**config.mk**
```make
export PLATFORM = sky130hd
export DESIGN_NAME = bounding_box_overlay_core
export DESIGN_NICKNAME = d
export VERILOG_FILES = /design/src/design/bbo_pkg.sv /design/src/design/bbo_box_hit.sv /design/src/design/bounding_box_overlay_core.sv
export SDC_FILE = /design/constraint.sdc
export NUM_CORES = 2
export LEC_CHECK = 0
export ABC_AREA = 1
export ABC_CLOCK_PERIOD_IN_PS = 17700
export BUFFER_PORTS_ARGS = -buffer_cell sky130_fd_sc_hd__buf_2
export CAP_MARGIN = 5
export CORE_ASPECT_RATIO = 0.5
export CORE_MARGIN = 3
export CORE_UTILIZATION = 50
export DETAILED_ROUTE_END_ITERATION = 10
export GPL_TIMING_DRIVEN = 0
export MAX_ROUTING_LAYER = met4
export PLACE_DENSITY_LB_ADDON = 0.05
export SYNTH_ARGS = -nofsm -noshare
export SYNTH_HDL_FRONTEND = slang
export SYNTH_SLANG_ARGS = --single-unit
export TNS_END_PERCENT = 10
```
**constraint.sdc**
```tcl
create_clock -name clk_i -period 17.7 [get_ports clk_i]
set_clock_uncertainty 0.2 [all_clocks]
set_input_delay 1.77 -clock clk_i [delete_from_list [all_inputs] [get_ports clk_i]]
set_output_delay 1.77 -clock clk_i [all_outputs]
set_load 0.01 [all_outputs]
```
**src/design/bbo_pkg.sv**
```systemverilog
`timescale 1ns / 1ps
// shared types, constants and helper functions for the bounding box overlay
// no dependencies

package bbo_pkg;

  // frame geometry and table depth
  localparam int unsigned MAX_BOXES_DEF = 8;
  localparam int unsigned FRAME_WIDTH   = 640;
  localparam int unsigned FRAME_HEIGHT  = 480;

  // field widths
  localparam int unsigned CMD_W   = 2;
  localparam int unsigned MODEL_W = 11;
  localparam int unsigned COL_W   = 10;
  localparam int unsigned ROW_W   = 9;
  localparam int unsigned PIX_W   = 16;
  localparam int unsigned THK_W   = 3;
  localparam int unsigned CFG_IDX_W  = 2;
  localparam int unsigned CFG_DATA_W = 16;

  // scaled coordinate widths: m*5/2 needs 13 bits, sums of two need 14
  localparam int unsigned SC_W  = 13;
  localparam int unsigned SUM_W = 14;
  localparam int unsigned DIF_W = 15;

  // clamp limits
  localparam logic [COL_W-1:0]        COL_MAX   = COL_W'(FRAME_WIDTH - 1);
  localparam logic [ROW_W-1:0]        ROW_MAX   = ROW_W'(FRAME_HEIGHT - 1);
  localparam logic signed [SUM_W-1:0] COL_MAX_S = SUM_W'(FRAME_WIDTH - 1);
  localparam logic signed [SUM_W-1:0] ROW_MAX_S = SUM_W'(FRAME_HEIGHT - 1);
  localparam logic [COL_W:0]          COL_LIMIT = (COL_W + 1)'(FRAME_WIDTH);
  localparam logic [ROW_W:0]          ROW_LIMIT = (ROW_W + 1)'(FRAME_HEIGHT);

  // register reset values
  localparam logic [PIX_W-1:0] MARK_COLOUR_RST = 16'h07E0;
  localparam logic [THK_W-1:0] THICK_RST       = 3'd3;
  localparam logic [COL_W-1:0] OFFSET_RST      = 10'd80;

  typedef enum logic [CMD_W-1:0] {
    CMD_CLEAR = 2'd0,
    CMD_LOAD  = 2'd1,
    CMD_PIXEL = 2'd2
  } cmd_e;

  typedef enum logic [CFG_IDX_W-1:0] {
    REG_MARK_COLOUR = 2'd0,
    REG_THICKNESS   = 2'd1,
    REG_OFFSET_X    = 2'd2
  } cfg_reg_e;

  // one stored box, already scaled, with its clamped spans
  typedef struct packed {
    logic signed [SC_W-1:0]  x;
    logic signed [SUM_W-1:0] xw;
    logic signed [SC_W-1:0]  y;
    logic signed [SUM_W-1:0] yh;
    logic [COL_W-1:0]        cx0;
    logic [COL_W-1:0]        cx1;
    logic [ROW_W-1:0]        cy0;
    logic [ROW_W-1:0]        cy1;
  } box_t;

  // m*5/2 with truncation toward zero
  function automatic logic signed [SC_W-1:0] scale52(input logic [MODEL_W-1:0] m);
    logic [SUM_W-1:0] p;
    logic [SUM_W-1:0] q;
    p = {{3{m[MODEL_W-1]}}, m} + {m[MODEL_W-1], m, 2'b00};
    q = p + {{(SUM_W-1){1'b0}}, p[SUM_W-1]};
    return q[SUM_W-1:1];
  endfunction

  function automatic logic [COL_W-1:0] clamp_col(input logic signed [SUM_W-1:0] v);
    logic [COL_W-1:0] r;
    if (v[SUM_W-1]) begin
      r = '0;
    end else if (v > COL_MAX_S) begin
      r = COL_MAX;
    end else begin
      r = v[COL_W-1:0];
    end
    return r;
  endfunction

  function automatic logic [ROW_W-1:0] clamp_row(input logic signed [SUM_W-1:0] v);
    logic [ROW_W-1:0] r;
    if (v[SUM_W-1]) begin
      r = '0;
    end else if (v > ROW_MAX_S) begin
      r = ROW_MAX;
    end else begin
      r = v[ROW_W-1:0];
    end
    return r;
  endfunction

  // distance within 0 .. thickness-1
  function automatic logic in_band(input logic [DIF_W-1:0] d, input logic [THK_W-1:0] t);
    return !d[DIF_W-1] && (d[DIF_W-2:0] < {{(DIF_W-1-THK_W){1'b0}}, t});
  endfunction

endpackage

```
**src/design/bbo_box_hit.sv**
```systemverilog
`timescale 1ns / 1ps
// border test of one pixel against one stored box
// depends on bbo_pkg

module bbo_box_hit (
  input  bbo_pkg::box_t                box_i,
  input  logic [bbo_pkg::COL_W-1:0]    col_i,
  input  logic [bbo_pkg::ROW_W-1:0]    row_i,
  input  logic [bbo_pkg::THK_W-1:0]    thick_i,
  output logic                         hit_o
);
  import bbo_pkg::*;

  logic [DIF_W-1:0] d_top, d_bot, d_lft, d_rgt;
  logic             span_x, span_y;

  // signed distances from each edge, inward positive
  assign d_top = {6'b0, row_i} - {{2{box_i.y[SC_W-1]}}, box_i.y};
  assign d_bot = {box_i.yh[SUM_W-1], box_i.yh} - {6'b0, row_i};
  assign d_lft = {5'b0, col_i} - {{2{box_i.x[SC_W-1]}}, box_i.x};
  assign d_rgt = {box_i.xw[SUM_W-1], box_i.xw} - {5'b0, col_i};

  assign span_x = (col_i >= box_i.cx0) && (col_i <= box_i.cx1);
  assign span_y = (row_i >= box_i.cy0) && (row_i <= box_i.cy1);

  assign hit_o = (span_x && (in_band(d_top, thick_i) || in_band(d_bot, thick_i)))
              || (span_y && (in_band(d_lft, thick_i) || in_band(d_rgt, thick_i)));

endmodule

```
**src/design/bounding_box_overlay_core.sv**
```systemverilog
`timescale 1ns / 1ps
// bounding box overlay on a raster pixel stream: usage
// depends on bbo_pkg and bbo_box_hit
//
// input channel (in_valid_i / in_stall_o) carries one item per handshake:
// cmd clear empties the box table, cmd load scales a box given in model
// coordinates (all four values times 5/2 toward zero, x then offset by
// offset_q) and appends it if the table has room, cmd pixel sends one
// raster pixel. unused codes vanish. only pixel items give a result on the
// output channel (out_valid_o / out_stall_i): the colour is swapped for the
// mark colour register when the pixel lies inside the frame and sits on a
// border line of any loaded box. throughput is one item per clock while the
// output does not stall. a pixel result passes five register stages: input
// capture, scaling, per-box border test, hit vector, output.
// a load is written to the table as it leaves the scaling stage, so a pixel
// right behind it already sees the new box.
// a stall on the output freezes the full stages and bubbles close up, so
// nothing is lost or repeated; in_stall_o rises once every stage is full and
// the output stalls. the config port is always ready; the user must write it
// only when the block is idle, the block itself does not enforce this. reset
// empties the table, clears all valid bits and restores the registers.

module bounding_box_overlay_core #(
  parameter int unsigned MAX_BOXES = bbo_pkg::MAX_BOXES_DEF
) (
  input  logic                              clk_i,
  input  logic                              rst_ni,
  // item input
  input  logic                              in_valid_i,
  output logic                              in_stall_o,
  input  logic [bbo_pkg::CMD_W-1:0]         cmd_i,
  input  logic signed [bbo_pkg::MODEL_W-1:0] model_x_i,
  input  logic signed [bbo_pkg::MODEL_W-1:0] model_y_i,
  input  logic signed [bbo_pkg::MODEL_W-1:0] model_w_i,
  input  logic signed [bbo_pkg::MODEL_W-1:0] model_h_i,
  input  logic [bbo_pkg::COL_W-1:0]         pixel_col_i,
  input  logic [bbo_pkg::ROW_W-1:0]         pixel_row_i,
  input  logic [bbo_pkg::PIX_W-1:0]         pixel_in_i,
  // result output
  output logic                              out_valid_o,
  input  logic                              out_stall_i,
  output logic [bbo_pkg::PIX_W-1:0]         pixel_out_o,
  output logic                              on_border_o,
  // register writes
  input  logic                              cfg_valid_i,
  output logic                              cfg_ready_o,
  input  logic [bbo_pkg::CFG_IDX_W-1:0]     cfg_index_i,
  input  logic [bbo_pkg::CFG_DATA_W-1:0]    cfg_data_i
);
  import bbo_pkg::*;

  localparam int unsigned CntW = $clog2(MAX_BOXES + 1);

  // configuration registers
  logic [PIX_W-1:0] mark_colour_q;
  logic [THK_W-1:0] thick_q;
  logic [COL_W-1:0] offset_q;

  assign cfg_ready_o = 1'b1;

  always_ff @(posedge clk_i or negedge rst_ni) begin
    if (!rst_ni) begin
      mark_colour_q <= MARK_COLOUR_RST;
      thick_q       <= THICK_RST;
      offset_q      <= OFFSET_RST;
    end else if (cfg_valid_i) begin
      unique case (cfg_index_i)
        REG_MARK_COLOUR: mark_colour_q <= cfg_data_i;
        REG_THICKNESS:   thick_q       <= cfg_data_i[THK_W-1:0];
        REG_OFFSET_X:    offset_q      <= cfg_data_i[COL_W-1:0];
        default: ; // writes beyond the register list are dropped
      endcase
    end
  end

  // stage advance chain, from the output back to the input
  logic v1_q, v2_q, v3_q, v4_q, out_valid_q;
  logic adv_out, en4, en3, en2, en1;

  assign adv_out    = !out_valid_q || !out_stall_i;
  assign en4        = !v4_q || adv_out;
  assign en3        = !v3_q || en4;
  assign en2        = !v2_q || en3;
  assign en1        = !v1_q || en2;
  assign in_stall_o = !en1;

  // stage 1: input capture
  logic [CMD_W-1:0]   cmd1_q;
  logic [MODEL_W-1:0] mx1_q, my1_q, mw1_q, mh1_q;
  logic [COL_W-1:0]   col1_q;
  logic [ROW_W-1:0]   row1_q;
  logic [PIX_W-1:0]   pix1_q;
  logic               cmd1_known;

  always_ff @(posedge clk_i or negedge rst_ni) begin
    if (!rst_ni) begin
      v1_q <= 1'b0;
    end else if (en1) begin
      v1_q <= in_valid_i;
    end
  end

  always_ff @(posedge clk_i) begin
    if (en1) begin
      cmd1_q <= cmd_i;
      mx1_q  <= model_x_i;
      my1_q  <= model_y_i;
      mw1_q  <= model_w_i;
      mh1_q  <= model_h_i;
      col1_q <= pixel_col_i;
      row1_q <= pixel_row_i;
      pix1_q <= pixel_in_i;
    end
  end

  // the unused command code is dropped here
  assign cmd1_known = (cmd1_q == CMD_CLEAR) || (cmd1_q == CMD_LOAD) || (cmd1_q == CMD_PIXEL);

  // stage 2: scaling to frame units, frame range check
  cmd_e                   cmd2_q;
  logic signed [SC_W-1:0] sx2_q, sy2_q, sw2_q, sh2_q;
  logic [COL_W-1:0]       col2_q;
  logic [ROW_W-1:0]       row2_q;
  logic [PIX_W-1:0]       pix2_q;
  logic                   inf2_q;

  always_ff @(posedge clk_i or negedge rst_ni) begin
    if (!rst_ni) begin
      v2_q <= 1'b0;
    end else if (en2) begin
      v2_q <= v1_q && cmd1_known;
    end
  end

  always_ff @(posedge clk_i) begin
    if (en2) begin
      cmd2_q <= cmd_e'(cmd1_q);
      sx2_q  <= scale52(mx1_q);
      sy2_q  <= scale52(my1_q);
      sw2_q  <= scale52(mw1_q);
      sh2_q  <= scale52(mh1_q);
      col2_q <= col1_q;
      row2_q <= row1_q;
      pix2_q <= pix1_q;
      inf2_q <= ({1'b0, col1_q} < COL_LIMIT) && ({1'b0, row1_q} < ROW_LIMIT);
    end
  end

  // box table update as a load or clear leaves stage 2
  logic [CntW-1:0]         box_count_q;
  logic                    tbl_we, tbl_clr;
  logic signed [SC_W-1:0]  nx;
  box_t                    new_box;
  box_t                    box_q [MAX_BOXES];

  assign tbl_clr = v2_q && en3 && (cmd2_q == CMD_CLEAR);
  assign tbl_we  = v2_q && en3 && (cmd2_q == CMD_LOAD) && (box_count_q < CntW'(MAX_BOXES));

  always_comb begin
    nx          = $signed({3'b000, offset_q}) + sx2_q;
    new_box.x   = nx;
    new_box.xw  = {nx[SC_W-1], nx} + {sw2_q[SC_W-1], sw2_q};
    new_box.y   = sy2_q;
    new_box.yh  = {sy2_q[SC_W-1], sy2_q} + {sh2_q[SC_W-1], sh2_q};
    new_box.cx0 = clamp_col({nx[SC_W-1], nx});
    new_box.cx1 = clamp_col(new_box.xw);
    new_box.cy0 = clamp_row({sy2_q[SC_W-1], sy2_q});
    new_box.cy1 = clamp_row(new_box.yh);
  end

  always_ff @(posedge clk_i or negedge rst_ni) begin
    if (!rst_ni) begin
      box_count_q <= '0;
    end else if (tbl_clr) begin
      box_count_q <= '0;
    end else if (tbl_we) begin
      box_count_q <= box_count_q + CntW'(1);
    end
  end

  // stage 3: pixel held against every stored box
  logic [COL_W-1:0]     col3_q;
  logic [ROW_W-1:0]     row3_q;
  logic [PIX_W-1:0]     pix3_q;
  logic                 inf3_q;
  logic [MAX_BOXES-1:0] lane_hit;
  logic [MAX_BOXES-1:0] lane_used;

  always_ff @(posedge clk_i or negedge rst_ni) begin
    if (!rst_ni) begin
      v3_q <= 1'b0;
    end else if (en3) begin
      v3_q <= v2_q && (cmd2_q == CMD_PIXEL);
    end
  end

  always_ff @(posedge clk_i) begin
    if (en3) begin
      col3_q <= col2_q;
      row3_q <= row2_q;
      pix3_q <= pix2_q;
      inf3_q <= inf2_q;
    end
  end

  for (genvar i = 0; i < MAX_BOXES; i++) begin : g_lane
    // entry i is filled when the count points at it
    always_ff @(posedge clk_i) begin
      if (tbl_we && (box_count_q == CntW'(i))) begin
        box_q[i] <= new_box;
      end
    end

    assign lane_used[i] = CntW'(i) < box_count_q;

    bbo_box_hit u_hit (
      .box_i   (box_q[i]),
      .col_i   (col3_q),
      .row_i   (row3_q),
      .thick_i (thick_q),
      .hit_o   (lane_hit[i])
    );
  end

  // stage 4: registered hit vector
  logic [MAX_BOXES-1:0] hit4_q;
  logic [PIX_W-1:0]     pix4_q;

  always_ff @(posedge clk_i or negedge rst_ni) begin
    if (!rst_ni) begin
      v4_q <= 1'b0;
    end else if (en4) begin
      v4_q <= v3_q;
    end
  end

  always_ff @(posedge clk_i) begin
    if (en4) begin
      hit4_q <= lane_hit & lane_used & {MAX_BOXES{inf3_q}};
      pix4_q <= pix3_q;
    end
  end

  // output register: reduce hits and pick the colour
  logic [PIX_W-1:0] pixel_out_q;
  logic             on_border_q;

  always_ff @(posedge clk_i or negedge rst_ni) begin
    if (!rst_ni) begin
      out_valid_q <= 1'b0;
    end else if (adv_out) begin
      out_valid_q <= v4_q;
    end
  end

  always_ff @(posedge clk_i) begin
    if (adv_out) begin
      on_border_q <= |hit4_q;
      pixel_out_q <= (|hit4_q) ? mark_colour_q : pix4_q;
    end
  end

  assign out_valid_o = out_valid_q;
  assign pixel_out_o = pixel_out_q;
  assign on_border_o = on_border_q;

endmodule

```
Word-level counts from Yosys, hierarchy flattened. Memories as Yosys holds them, arrays and structs flattened. Index checks and enable logic that the tools add are counted.

Equal/unequal tests: 13. Order comparisons: 79. Multiplexer cells: 48. Bitwise gates (word level): 2. $add $sub $neg: 44. Reduce and logical (&&, ||, !) cells: 165.

Operator list (number): $mux W92 (7); $reduce_or A92 Y1 (7); $lt A14 B3 Y1 (32); $sub A14 B10 Y15 (8); $sub A14 B11 Y15 (8); $sub A10 B13 Y14 (8); $sub A11 B13 Y14 (8); $ge A10 B10 Y1 (8); $le A10 B10 Y1 (8); $logic_and A1 B1 Y1 (79); $ge A9 B9 Y1 (8); $le A9 B9 Y1 (8); $add A11 B13 Y14 (4); $add A14 B1 Y14 (4); $mux W10 (4); $logic_not A1 Y1 (39); $mux W9 (4); $logic_or A1 B1 Y1 (31); $add A13 B13 Y14 (2); $mux W1 (23); $mux W3 (7); $and A8 B8 Y8 (2); $eq A4 B3 Y1 const B (4); $lt A3 B4 Y1 const A (4); other kinds (22) (34).

Bits in writable memories: 736. Logic and storage cells: 386. Memories kept: 1. Input bits: 104. Flip-flop bits (word level): 286. Output and inout port bits: 20.

Memories: box_q (words 8, width 92, rd ports 8, clocked after Yosys merged registers in 0, wr ports 1, line bounding_box_overlay_core.sv:154) `box_t box_q [MAX_BOXES];`.

Logic depth before layout (Yosys ltp).
Depth in word-level cells: 18. Mapped depth: 23. Depth with buffers taken out: 23.

Modules after synthesis. A second synthesis with hierarchy kept.

Cell total of the unflattened synthesis: 8674. Area, all modules: 70621.5 µm².

Modules (own cells, without submodules): bounding_box_overlay_core (times used 1, area an instance 37568.5 µm², cells an instance 2407); bbo_box_hit at g_lane[2].u_hit ... (times used 4, area an instance 4028.9 µm², cells an instance 749); bbo_box_hit at g_lane[0].u_hit ... (times used 2, area an instance 4224.1 µm², cells an instance 812); bbo_box_hit at g_lane[1].u_hit (times used 1, area an instance 4299.1 µm², cells an instance 833); bbo_box_hit at g_lane[5].u_hit (times used 1, area an instance 4190.3 µm², cells an instance 814).

Worst setup path before layout. No wires, ideal clock.

Path kind: input -> register. From: in out_stall_i. To: mem box_q[1][100] in the netlist's numbering (enable). Buffers on the path: 0. Slack: 7.046 ns. Arrival: 9.798 ns. Data required time: 16.844 ns. Cell stages on the path: 11. Cells stage by stage: nand2_1 > nor2_1 > inv_1 > nor2_1 > nor2_1 > inv_1 > nor4_1 > inv_2 > nor2_1 > inv_1 > nor3_1.

Cells in the longest elaborated chain, start to end: 18. Elaborated cells on any way between the ends: 52. Those cells by class: mux: 30; reduce/logical: 22.

Ends and longest elaborated chain: start, declared (line bounding_box_overlay_core.sv:41) `input logic out_stall_i,`; $logic_not A1 Y1 (*) (line bounding_box_overlay_core.sv:80) `assign adv_out = !out_valid_q || !out_stall_i;`; $logic_or A1 B1 Y1 (*) (line bounding_box_overlay_core.sv:80); $logic_or A1 B1 Y1 (*) (line bounding_box_overlay_core.sv:81) `assign en4 = !v4_q || adv_out;`; via en4 (line bounding_box_overlay_core.sv:78) `logic adv_out, en4, en3, en2, en1;`; $logic_or A1 B1 Y1 (*) (line bounding_box_overlay_core.sv:82) `assign en3 = !v3_q || en4;`; $logic_and A1 B1 Y1 (*) (3 in series) (line bounding_box_overlay_core.sv:157) `assign tbl_we = v2_q && en3 && (cmd2_q == CMD_LOAD) && (box_count_q < CntW'(MAX_BOXES));`; $logic_and A1 B1 Y1 (line bounding_box_overlay_core.sv:209) `if (tbl_we && (box_count_q == CntW'(i))) begin`; $mux W1 (line bounding_box_overlay_core.sv:209); $mux W1 (implied by the code) (line bounding_box_overlay_core.sv:210) `box_q[i] <= new_box;`; $reduce_or A92 Y1 (no source line); $mux W3 (no source line) / $mux W1 (equally long branches) (7 in series); end, declared (line bounding_box_overlay_core.sv:154).

Mark *: on every way through the listed nets, which the timed path passes. The rest lies on a longest branch.

Worst setup path in the final report.
From: in out_stall_i. To: out in_stall_o.

Cells in the longest elaborated chain, start to end: 7.

Ends and longest elaborated chain: $logic_not A1 Y1 (line bounding_box_overlay_core.sv:80); $logic_or A1 B1 Y1 (line bounding_box_overlay_core.sv:80); via adv_out (line bounding_box_overlay_core.sv:78); $logic_or A1 B1 Y1 (line bounding_box_overlay_core.sv:81); via en4 (line bounding_box_overlay_core.sv:78); $logic_or A1 B1 Y1 (line bounding_box_overlay_core.sv:82); $logic_or A1 B1 Y1 (line bounding_box_overlay_core.sv:83) `assign en2 = !v2_q || en3;`; $logic_or A1 B1 Y1 (line bounding_box_overlay_core.sv:84) `assign en1 = !v1_q || en2;`; $logic_not A1 Y1 (line bounding_box_overlay_core.sv:85) `assign in_stall_o = !en1;`; end, declared (line bounding_box_overlay_core.sv:30) `output logic in_stall_o,`.

The timed path passes the listed nets, and every way through them passes these cells.

==> out/qor.yml <==
powerDensity_mw_per_mm2: 98.7
hold_depth: 0
cp-start-kind: "input pin"
vdd_drop_max_v: 0.0000845
hold_viol: 0
die_h_um: 263
synthArstFlopShare: 0.0372
syn_avg_cell_area_um2: 8.95
slew_violations: 0
arrival_ps: 5220
synth.distinct_cells: 64
worst_slew_pin_slew_ps: 1210
drt_iter0_drc: 3917
fmax_ghz: 0.139
ctsResizeCount: 0
grt_pass1_wl_um: 276000
wl_per_cell_um: 18.7
maxCapViolCount: 0
diodes: 0
grt_use_met1: 0.355
yosys_warnings: 0
setup_tns_ps: 0
use_met2: 0.437
io_pins: 124
synth_ff_type: "edfxtp_1"
first_pass_iters: 7
ant_nets: 0
vias: 51500
critPathCaptureType: "output port"
nNetsFinal: 8619
grt-busiest-layer: "met2"
cts_tree: "built"
fp.dieW_um: 520
setup.worst_path.class: "in -> out"
area_delta_synth_final_pct: 12.1
cts_setup_buffers: 0
reg2regPathDepth: 22
cts-buffers-inserted: 98
antenna_found_initial: 7
core.rowCount: 93
die_area_mm2: 0.137
stdcell_area_mm2: 0.0741
yosys-top-cells-area: "edfxtp_1, ha_1, nand2_1, inv_1, nand3_1"
yosysSeqAreaShare: 0.462
grt_pass1_vias: 49600
ctsHoldBuffers: 0
rsz0062_at_grt: "false"
gr-usage-met3: 0.0288
viasPerCell: 5.39
dpl-instance-area_mm2: 0.0709
ys_seq_elements: 1022
yosysMostFrequentCell: "nand2_1"
path_max_fanout: 51
post-route-min-period_ps: 7190
syn_inst: 7380
drc: 0
drt-total-wl_um: 179000
clock_sinks: 1022
portBuffers: 122
status: "finished, final reports clean"
core_area_mm2: 0.130
initial_utilization: 0.508
clk_pin_slew_worst_paths_ps: 60
setup_violations: 0
ctsHtreeMaxLevel: 3
n_fill_cell: 11600
synth_edf_count: 984
syn-cell-area_mm2: 0.0661
drive_above_1_share: 0.0669
yosysTopAreaCell: "edfxtp_1"
grt-ovfl-total: 0
grt_max_degree: 61
hp-class: "reg -> reg"
synthTopCellsByCount: "nand2_1, inv_1, edfxtp_1, ha_1, nor2_1"
crit_required_ps: 15730
slew_headroom: 0.190
grt.total_usage: 0.266
clockBufferDepth: 3
insertion_delay_ps: 720
syn_nets: 8282
gp_congestion: 0.906
synth_top_area_share: 0.447
dp_hpwl_um: 132000
finalCritPeriodShare: 0.406
cellLeakagePower_nw: 34.4
clock_tree.root_cell: "clkbuf_16"
[flip-flops by register name, indices dropped and copies added (netlist names), 13 cells and up]
signal,count
pix1_q,16
sy2_q,13
pix4_q,16
sh2_q,13
sx2_q,13
box_q,736
pix3_q,16
mark_colour_q,16
sw2_q,13
pixel_out_o,16
pix2_q,16
[critical path: stages]
cell and delay, ps:
buf_2 90, nand2_1 580, nor2_1 80, inv_1 760, nor2_1 160, inv_2 530, nor2_1 230, nand2_4 690
inv_1 110, buf_2 180
[stage by stage]
step                hold slack (ps)  cells  utilization  power (mW)  worst slack (ps)
floorplan                       200   7380            -        4.29              7050
global placement                200   9259        0.530        5.12               886
detailed placement              205   9373        0.546        5.21             10370
CTS                             219   9549        0.570        7.36             10360
global route                    224   9550        0.570        7.66             10130
finish                          215   9550        0.570        7.31             10510
[routing by layer]
metal	share of wire	up-vias	wire length [µm]
li1	-	25600	-
met1	0.46	24500	82900
met2	0.47	1112	84000
met3	0.042	251	7480
met4	0.025	0	4380
met5	0	-	0
[worst paths after layout]
check,from,end,slack (ps)
worst max-delay path,out_stall_i,in_stall_o,10510
worst min-delay path,pix2_q[11],pix3_q[11],220
worst max register to register,offset_q[0],box_q[0][118],11790
worst min register to register,pix2_q[11],pix3_q[11],220
max in group asynchronous,rst_ni,mark_colour_q[0],15760
min in group asynchronous,rst_ni,mark_colour_q[14],980
[cell usage in the layout, fill, tap and decap left out, types with 21 or more instances in the layout]
master     synthesis  routed
nand3_1          551     551
xor2_1           135     127
ha_1             759     759
buf_16             0      32
nand4_1          159     159
nand3b_1          71      71
buf_6              0      57
nor2_1           616     616
a21oi_1          415     415
inv_1           1196    1190
nor4_1            21      21
nand2_1         1756    1755
dfrtp_1           28      28
o21ai_0          205     205
clkbuf_16          0      98
buf_2              7     129
clkbuf_1           6      33
nor3_1            87      78
or2_2             28      28
xnor2_1           52      51
edfxtp_1         984     984
a21o_1            23      23
fa_1              39      39
[power by group]
part	switching [mW]	internal [mW]	leakage [nW]
clock network	0.960	1.18	1.53
registers	0.0922	3.07	9.72
logic	1.48	0.527	23.2
total	2.54	4.78	34.4
[final cells by class]
cell class,instances,area [µm²],area share
buffer,14,65.1,0.000878
clock buffer,130,2620,0.0354
clock inverter,46,547,0.00738
inverter,1204,4530,0.0611
multi-input combinational,5140,31100,0.420
sequential,1022,30500,0.412
tap,1757,2200,0.0297
timing repair buffer,237,2510,0.0339
[cell families after synthesis]
kind of cell             Yosys count  synth area share
AND/OR/NAND/NOR                 3342             0.217
AO/OA/AOI/OAI                    794            0.0672
other                              1         0.0000568
XOR/XNOR                         199            0.0279
flip-flops                      1022             0.462
buffers and inverters           1218            0.0694
adder cells (fa/ha/maj)          798             0.156
multiplexers                       6           0.00102
No activity file was read; power rests on OpenSTA's default activity.
